===== src/hdl/cnc_pkg.sv =====
`default_nettype none

package cnc_pkg;

    // Map geometry
    localparam int MAP_BYTES = 65536;
    localparam int MAP_WORDS = MAP_BYTES / 8;
    localparam int POS_W     = $clog2(MAP_WORDS);

    localparam int WORD_W  = 64;
    localparam int BYTES_W = WORD_W / 8;
    localparam int SCORE_W = 2;

    // Score codes
    localparam logic [SCORE_W-1:0] SCORE_NONE    = 2'd0;
    localparam logic [SCORE_W-1:0] SCORE_REVISIT = 2'd1;
    localparam logic [SCORE_W-1:0] SCORE_NEW     = 2'd2;

    localparam logic [7:0] BYTE_FULL = 8'hff;

    // Outcome of scoring one trace word against its virgin word
    typedef struct packed {
        logic [WORD_W-1:0]  virgin_next;
        logic [SCORE_W-1:0] score_next;
    } score_result_t;

endpackage

`default_nettype wire


===== src/hdl/cnc_score.sv =====
`default_nettype none

module cnc_score (
    input  wire logic [cnc_pkg::WORD_W-1:0]  trace_word,
    input  wire logic [cnc_pkg::WORD_W-1:0]  virgin_word,
    input  wire logic [cnc_pkg::SCORE_W-1:0] running_score,
    output cnc_pkg::score_result_t           result
);

    logic overlap;
    logic fresh_hit;

    // Flag any byte hit in the trace whose virgin byte is still untouched
    always_comb begin
        fresh_hit = 1'b0;
        for (int k = 0; k < cnc_pkg::BYTES_W; k++) begin
            if ((trace_word[8*k +: 8] != 8'd0) &&
                (virgin_word[8*k +: 8] == cnc_pkg::BYTE_FULL)) begin
                fresh_hit = 1'b1;
            end
        end
    end

    assign overlap = |(trace_word & virgin_word);

    // Raise the score on overlap; it never drops within a map
    always_comb begin
        result.score_next = running_score;
        if (overlap && (running_score != cnc_pkg::SCORE_NEW)) begin
            result.score_next = fresh_hit ? cnc_pkg::SCORE_NEW : cnc_pkg::SCORE_REVISIT;
        end
        // Without overlap this leaves the virgin word as it was
        result.virgin_next = virgin_word & ~trace_word;
    end

endmodule

`default_nettype wire


===== config.mk =====
export PLATFORM = sky130hd
export DESIGN_NAME = cnc_score
export DESIGN_NICKNAME = d
export VERILOG_FILES = /design/src/hdl/cnc_pkg.sv /design/src/hdl/cnc_score.sv
export SDC_FILE = /design/constraint.sdc
export NUM_CORES = 1
export LEC_CHECK = 0
export BUFFER_PORTS_ARGS = -buffer_cell sky130_fd_sc_hd__buf_2
export CAP_MARGIN = 10
export CORE_AREA = 2 2 75 77
export DETAILED_ROUTE_END_ITERATION = 12
export DIE_AREA = 0 0 77 79
export PLACE_DENSITY = 0.65
export SLEW_MARGIN = 20
export SYNTH_ARGS = -nofsm -noshare
export SYNTH_HDL_FRONTEND = slang
export SYNTH_SLANG_ARGS = --single-unit
export TNS_END_PERCENT = 5

===== constraint.sdc =====
create_clock -name vclk -period 4.8
set_input_delay 0.96 -clock vclk [all_inputs]
set_output_delay 0.96 -clock vclk [all_outputs]
set_load 0.005 [all_outputs]

==> results of run 1 <==
## worst max-delay path by stage
stage	from	end	depth (start not counted)
3_5_place_dp	trace_word[39]	result[1]	7
6_report	trace_word[19]	result[1]	7
2_1_floorplan	trace_word[40]	result[1]	5
4_1_cts	trace_word[39]	result[1]	7
5_1_grt	trace_word[19]	result[1]	7
3_3_place_gp	trace_word[53]	result[1]	7
## metal layers
metal,share of wire [%],vias up
met5,0,-
met4,0,0
met3,7.2,0
met2,51,122
met1,41,989
li1,-,1022
## stage by stage
stage                     area, um^2  hold slack, ns
after floorplan                 1081           1.950
after global placement          2152           2.170
after detailed placement        2152           2.171
after CTS                       2152           2.172
after global routing            2152           2.181
final                           2152           2.173
## area by class of cell
| type | instances | area [um^2] | area share (%) |
|---|---|---|---|
| Timing Repair Buffer | 196 | 980.9 | 45.58 |
| Inverter | 1 | 3.754 | 0.1744 |
| Tap cell | 72 | 90.09 | 4.186 |
| Multi-Input combinational cell | 147 | 1077 | 50.06 |
## worst max-delay path, delay by kind of cell
kind | cells | cell delay, ns
buffers and inverters | 2 | 0.24
AOI/OAI and AO/OA | 2 | 0.34
and+or+nand+nor | 3 | 0.89
## power groups by stage
stage	registers (W)	clock network, W	logic [W]
2_1_floorplan	0	0	0.0000544
3_3_place_gp	0	0	0.000181
3_5_place_dp	0	0	0.000181
4_1_cts	0	0	0.000182
5_1_grt	0	0	0.000196
6_report	0	0	0.000181
## cell usage in the layout, fill, tap and decap left out
cell type / n
buf_2: 196
nor2b_1: 60
nand4_1: 20
nor4_1: 17
a22o_1: 15
a221oi_2: 9
a211oi_1: 8
a221oi_1: 7
and2b_1: 2
and2b_2: 2
a21oi_1: 2
inv_1: 1
a22o_2: 1
nor4_2: 1
nor3_1: 1
nand3_1: 1
a21o_1: 1
## cells by family after synthesis
| kind of cell | synth area share, % |
|---|---|
| simple gates | 61.23 |
| compound gates | 38.43 |
| buf+inv | 0.3469 |
==> results.cfg, run 1 <==
[run_status]
status = completed

[die]
floorplan.rows = 27
core_area_um2 = 5338
io_pins = 196
start_util_pct = 20.25
die_x_um = 77
fp.dieArea_um2 = 6083
die_y_um = 79

[min_path]
worst_hold_startpoint = trace_word[53]
holdPathEnd = result[55]
hold_path_depth = 3
hold_class = in2out

[route]
first_pass_iters = 4
viasPerCell = 5.127
drc_errors = 0
routedWlPerCell_um = 17.41
antenna_left = 0
first_iter_violations = 68
wl_um = 7243
route.vias.total = 2133

[timing]
slew_viol_final = 0
relSlewSlack_pct = 72.06
period_needed_ns = 3.395
rsz0062_at_grt = false
setup_tns_ns = 0
setup_ws_ns = 1.405
max_slew.worst_pin.slew_ns = 0.4190
hold_viol = 0
setup_violations = 0
fmax_mhz = 294.5
fin_crit_sh_pct = 70.74

[global_routing]
use_met3_pct = 1.818
grt_start_max_net_pins = 4
grt_use_met1_pct = 27.74
met2_usage_pct = 41.67
grt_pass1_vias = 1962
top_usage_layer = met2
grt_pass1_wl_um = 10310
grt_overflow_total = 0
antenna_found_initial = 0
grtUsageTotal_pct = 21.61

[place]
hpwl_um = 6657
io_buffers = 196
dp_cells = 416
dp_slack_ns = 1.442
gp_congestion = 0.8453

[logic_synthesis]
synth.avg_cell_area_um2 = 7.304
synth_area_leaders = nor2b_1 (35%), a221oi_2 (13%), a22o_1 (12%), nand4_1 (12%), nor4_1 (9.8%)
yosysSeqAreaShare_pct = 0
syn-instance-count = 148
syn_area_um2 = 1081
ys_types = 16
netlist.area_leader.share_pct = 34.72
yosysTopAreaCell = nor2b_1
synth_commonest_cells = nor2b_1 (60), nand4_1 (20), nor4_1 (17), a22o_1 (15), a221oi_2 (9)
yosys_warnings = 0
yosysMostFrequentCell = nor2b_1
syn_nets = 278

[cts]
post_cts_buffers = 0
cts_hold_buf = 0
cts_resized = 0

[critical_path]
arrival_ns = 2.44
cp_max_fo = 3
crit_path_cell_trace = buf_2 -> nor4_1 -> a211oi_1 -> nor4_1 -> nand3_1 -> a21o_1 -> buf_2
critical_path_class = in2out
critPathLaunchType = primary input
critical_path_required_ns = 3.84
max_stage_delay_ns = 0.38
worstSetupEndpointType = primary output
crit_slowest_cell = nor4_1

[final_layout]
drive_gt1_share_pct = 60.76
nFlopsAndLatches = 0
nets = 476
antenna_cells = 0
nFillCells = 589
seqCellArea_um2 = 0
clkbuf_count = 0
syn2layout_area_growth_pct = 99.07
post-route-util_pct = 40.32
fin_cells = 416

[power_and_ir_drop]
p_int_w = 0.00009139
total_power_w = 0.0001808
p_sw_share_pct = 49.44
ir_worst_vdd_mv = 0.03793
pwr_density_cell_nw_per_um2 = 83.99
combinationalPowerShare_pct = 100.0
p_sw_w = 0.00008936
p_leak_nw = 1.128
clkPwrFrac_pct = 0
seqPwrFrac_pct = 0

[run]
maxCapViolations = 0
Power figures use the tool's default switching activity.
==> run 2: changes to the inputs <==
--- a/config.mk
+++ b/config.mk
@@ -7,10 +7,9 @@
 export LEC_CHECK = 0
 export BUFFER_PORTS_ARGS = -buffer_cell sky130_fd_sc_hd__buf_2
 export CAP_MARGIN = 10
-export CORE_AREA = 2 2 75 77
+export CORE_AREA = 2 2 76 78
 export DETAILED_ROUTE_END_ITERATION = 12
-export DIE_AREA = 0 0 77 79
-export PLACE_DENSITY = 0.65
+export DIE_AREA = 0 0 78 80
 export SLEW_MARGIN = 20
 export SYNTH_ARGS = -nofsm -noshare
 export SYNTH_HDL_FRONTEND = slang
==> constraint.sdc (replaced) <==
create_clock -name vclk -period 3.35
set_input_delay 0.67 -clock vclk [all_inputs]
set_output_delay 0.67 -clock vclk [all_outputs]
set_load 0.005 [all_outputs]
==> run 2 against run 1 <==
Effect of this change: combinational power up 43%; utilization down 0.50 points; flip-flop and latch count unchanged; cell count unchanged; routed wire length up 2.8%.
==> results.cfg, run 2 (same netlist as run 1, synthesis figures left out) <==
[min_path]
hold_class = in2out

[route]
drc_errors = 0
route.vias.total = 2157
viasPerCell = 5.185
wl_um = 7448
first_iter_violations = 87
antenna_left = 0
first_pass_iters = 4
routedWlPerCell_um = 17.90

[power_and_ir_drop]
p_leak_nw = 1.128
pwr_density_cell_nw_per_um2 = 120.5
ir_worst_vdd_mv = 0.05052
total_power_w = 0.0002593

[die]
io_pins = 196
floorplan.rows = 27
die_x_um = 78
core_area_um2 = 5405
start_util_pct = 20.00
fp.dieArea_um2 = 6240
die_y_um = 80

[timing]
fin_hold_ws_ns = 1.590
rsz0062_at_grt = false
fin_crit_sh_pct = 85.14
period_needed_ns = 2.852
setup_tns_ns = 0
hold_viol = 0
slew_viol_final = 0
max_slew.worst_pin.slew_ns = 0.4594
setup_violations = 0
relSlewSlack_pct = 69.37
fmax_mhz = 350.6

[critical_path]
cp_max_fo = 3
critPathLaunchType = primary input
worstSetupEndpointType = primary output
critical_path_class = in2out
worstSetupStartpoint = trace_word[19]
arrival_ns = 2.18
critical_path_required_ns = 2.68
cp-endpoint = result[1]

[place]
hpwl_um = 6830
io_buffers = 196
placedInstanceArea_um2 = 2152
gp_congestion = 0.9055

[run]
maxCapViolations = 0

[final_layout]
nFillCells = 602
nets = 476
fin_area_um2 = 2152
antenna_cells = 0
seqCellArea_um2 = 0
layout_common_cells = buf_2 (196), nor2b_1 (60), nand4_1 (20)
syn2layout_area_growth_pct = 99.07
nFlopsAndLatches = 0
drive_gt1_share_pct = 60.76
clkbuf_count = 0
mostFrequentLayoutCell = buf_2

[cts]
cts_hold_buf = 0
post_cts_buffers = 0
cts_resized = 0

[run_status]
status = completed

[global_routing]
grt_pass1_wl_um = 10630
antenna_found_initial = 0
grt_pass1_vias = 2088
grtUsageTotal_pct = 21.71
grt_start_max_net_pins = 4
grt_overflow_total = 0
-- run 2: cell counts in the layout (fill, tap and decap cells not counted) --
Identical to the previous run, type by type.
-- run 2: area by class of cell --
type	count	area (um^2)	share of cell area [%]
multi-input cells	147	1077	50.06
repair buffers	196	980.9	45.58
well taps	72	90.09	4.186
inverters	1	3.754	0.1744
-- run 2: per-stage QoR --
stage / worst slack (ns) / std cells / utilization, %
global placement: 0.5374 / 416 / 39.81
global route: 0.3136 / 416 / 39.81
CTS: 0.5187 / 416 / 39.81
floorplan: 1.054 / 148 / -
detailed placement: 0.5245 / 416 / 39.81
finish: 0.4978 / 416 / 39.81
-- run 2: worst min path at each step --
stage / endpoint / slack, ns / from / depth (start not counted)
after floorplan: result[10] / 1.37 / trace_word[8] / 1
after global placement: result[5] / 1.59 / trace_word[3] / 3
after detailed placement: result[49] / 1.59 / trace_word[47] / 3
after CTS: result[49] / 1.59 / trace_word[47] / 3
after global routing: result[49] / 1.60 / trace_word[47] / 3
final: result[2] / 1.59 / trace_word[0] / 3
-- run 2: critical path, stage by stage --
cell and delay [ns]:
buf_2 0.12, nor4_1 0.34, a211oi_1 0.13, nor4_1 0.44, nand3_1 0.17, a21o_1 0.19, buf_2 0.12
-- run 2: layer usage --
metal  vias to the layer above  global-route usage, %  routed length (um)
met4                         0                  2.281                  42
met5                         -                      0                   0
met2                       123                  41.72                3805
li1                       1024                      -                   -
met1                      1008                  27.05                3009
met3                         2                  1.697                 590
-- run 2: power breakdown --
group	internal, W	total [W]	switching [W]
logic	0.000131	0.000259	0.000128
clock network	0	0	0
registers	0	0	0
total	0.000131	0.000259	0.000128
==> run 3: changes to the inputs <==
--- a/config.mk
+++ b/config.mk
@@ -5,11 +5,13 @@
 export SDC_FILE = /design/constraint.sdc
 export NUM_CORES = 1
 export LEC_CHECK = 0
+export ABC_AREA = 1
 export BUFFER_PORTS_ARGS = -buffer_cell sky130_fd_sc_hd__buf_2
 export CAP_MARGIN = 10
 export CORE_AREA = 2 2 76 78
 export DETAILED_ROUTE_END_ITERATION = 12
 export DIE_AREA = 0 0 78 80
+export PLACE_DENSITY = 0.74
 export SLEW_MARGIN = 20
 export SYNTH_ARGS = -nofsm -noshare
 export SYNTH_HDL_FRONTEND = slang
==> run 3 against run 2 <==
Effect of this change: worst setup slack better by 0.46 ns; final area is 23% higher; global-route usage is 3.4 points lower; synthesized cell count grew to 2.7 times the previous value; die area stayed put; fmax is 19% higher; cell count is 62% higher; critical path depth is 6 higher; clock-buffer cell count stayed put; critical endpoint is now result[0]; largest power group unchanged.
==> results.cfg, run 3 <==
[run_status]
status = completed

[critical_path]
cp_max_fo = 3
critical_path_required_ns = 2.68
critical_path_class = in2out
worstSetupEndpointType = primary output
arrival_ns = 1.72
critPathLaunchType = primary input

[logic_synthesis]
synth.avg_cell_area_um2 = 3.865
synth_compound_area_share_pct = 0.6380
synth.mux.area_fraction_pct = 0
synthAdderAreaFrac_pct = 0
syn_area_um2 = 1569
ys_types = 8
yosysSeqAreaShare_pct = 0
syn_nets = 536
synthXorXnorAreaFrac_pct = 0
syn-instance-count = 406
synth_area_leaders = nand2_1 (38%), nor2_1 (34%), inv_1 (21%), nand4_1 (4.0%), nor2_2 (1.6%)
yosysTopAreaCell = nand2_1
netlist.area_leader.share_pct = 37.56
synth_commonest_cells = nand2_1 (157), nor2_1 (141), inv_1 (88), nand4_1 (10), nor2_2 (4)
yosys_warnings = 0
yosysMostFrequentCell = nand2_1
synth_top_family_by_area = simple AND/OR/NAND/NOR gates
synth-simple-area-share_pct = 78.31

[final_layout]
post-route-util_pct = 48.84
antenna_cells = 0
fin_area_um2 = 2640
mostFrequentLayoutCell = buf_2
nets = 734
syn2layout_area_growth_pct = 68.26
drive_gt1_share_pct = 33.55
nFlopsAndLatches = 0
seqCellArea_um2 = 0
clkbuf_count = 0
layout_common_cells = buf_2 (196), nand2_1 (157), nor2_1 (141)

[place]
hpwl_um = 5666
placedInstanceArea_um2 = 2640
io_buffers = 196
gp_congestion = 0.8893

[route]
antenna_left = 0
route.vias.total = 2828
first_iter_violations = 83
drc_errors = 0
viasPerCell = 4.196
first_pass_iters = 4
routedWlPerCell_um = 9.145
wl_um = 6164

[die]
core_area_um2 = 5405
start_util_pct = 29.03
io_pins = 196
die_x_um = 78
floorplan.rows = 27
die_y_um = 80
fp.dieArea_um2 = 6240

[timing]
max_slew.worst_pin.slew_ns = 0.1676
fin_crit_sh_pct = 71.38
period_needed_ns = 2.391
fmax_mhz = 418.2
rsz0062_at_grt = false
hold_viol = 0
setup_violations = 0
relSlewSlack_pct = 88.78
slew_viol_final = 0
setup_tns_ns = 0
fin_hold_ws_ns = 1.583

[global_routing]
grt_overflow_total = 0
grtUsageTotal_pct = 18.27
antenna_found_initial = 0
grt_pass1_vias = 2477
grt_start_max_net_pins = 4
grt_pass1_wl_um = 9846

[power_and_ir_drop]
pwr_density_cell_nw_per_um2 = 100.5
ir_worst_vdd_mv = 0.04500
p_leak_nw = 1.930
total_power_w = 0.0002653

[run]
maxCapViolations = 0

[min_path]
hold_class = in2out

[cts]
cts_hold_buf = 0
post_cts_buffers = 0
cts_resized = 0
-- run 3: cell types whose count changed in the layout (fill, tap and decap cells not counted), sizes merged, moves of 2 or more --
cell / previous run / this run
a221oi: 16 / 0
nand2: 0 / 159
and2b: 4 / 0
o21ai: 0 / 2
inv: 1 / 88
nand4: 20 / 10
a22o: 16 / 0
nor2b: 60 / 0
nor2: 0 / 145
a211oi: 8 / 0
nor4: 18 / 0
a21oi: 2 / 0
-- run 3: power by group --
group | internal (W) | total [W] | switching (W)
registers | 0 | 0 | 0
clock network | 0 | 0 | 0
logic | 0.000126 | 0.000265 | 0.000140
-- run 3: layout make-up --
cell class	count	area, um^2
fillers	602	2765
multi-input cells	318	1239
repair buffers	196	980.9
inverters	88	330.3
well taps	72	90.09
-- run 3: metrics by stage --
step                      cells  setup WS [ns]
after floorplan             406          1.364
after global placement      674         0.9614
after detailed placement    674         0.9389
after CTS                   674         0.9353
after global routing        674         0.8117
final                       674         0.9588
-- run 3: final timing paths --
path | cells past startpoint | to | startpoint
hold / removal | 3 | result[22] | trace_word[20]
setup / recovery | 13 | result[0] | trace_word[28]
-- run 3: metal layers --
| metal | share of wire [%] | vias up | GRT usage [%] |
|---|---|---|---|
| li1 | - | 1553 | - |
| met1 | 41 | 1159 | 21.14 |
| met2 | 52 | 112 | 38.10 |
| met3 | 6.6 | 4 | 0.6787 |
| met4 | 0.58 | 0 | 1.228 |
| met5 | 0 | - | 0 |
-- run 3: critical path: stages --
cell	delay, ns
buf_2	0.11
nand2_1	0.06
nand2_1	0.06
inv_1	0.05
nand2_1	0.06
nor2_1	0.14
nand2_1	0.08
nor2_2	0.12
nand2_2	0.08
nand2_2	0.07
nand2_1	0.05
nand2_1	0.06
buf_2	0.11
-- run 3: logic make-up after synthesis --
| logic type | after synthesis |
|---|---|
| buf+inv | 88 |
| compound gates | 2 |
| simple gates | 316 |
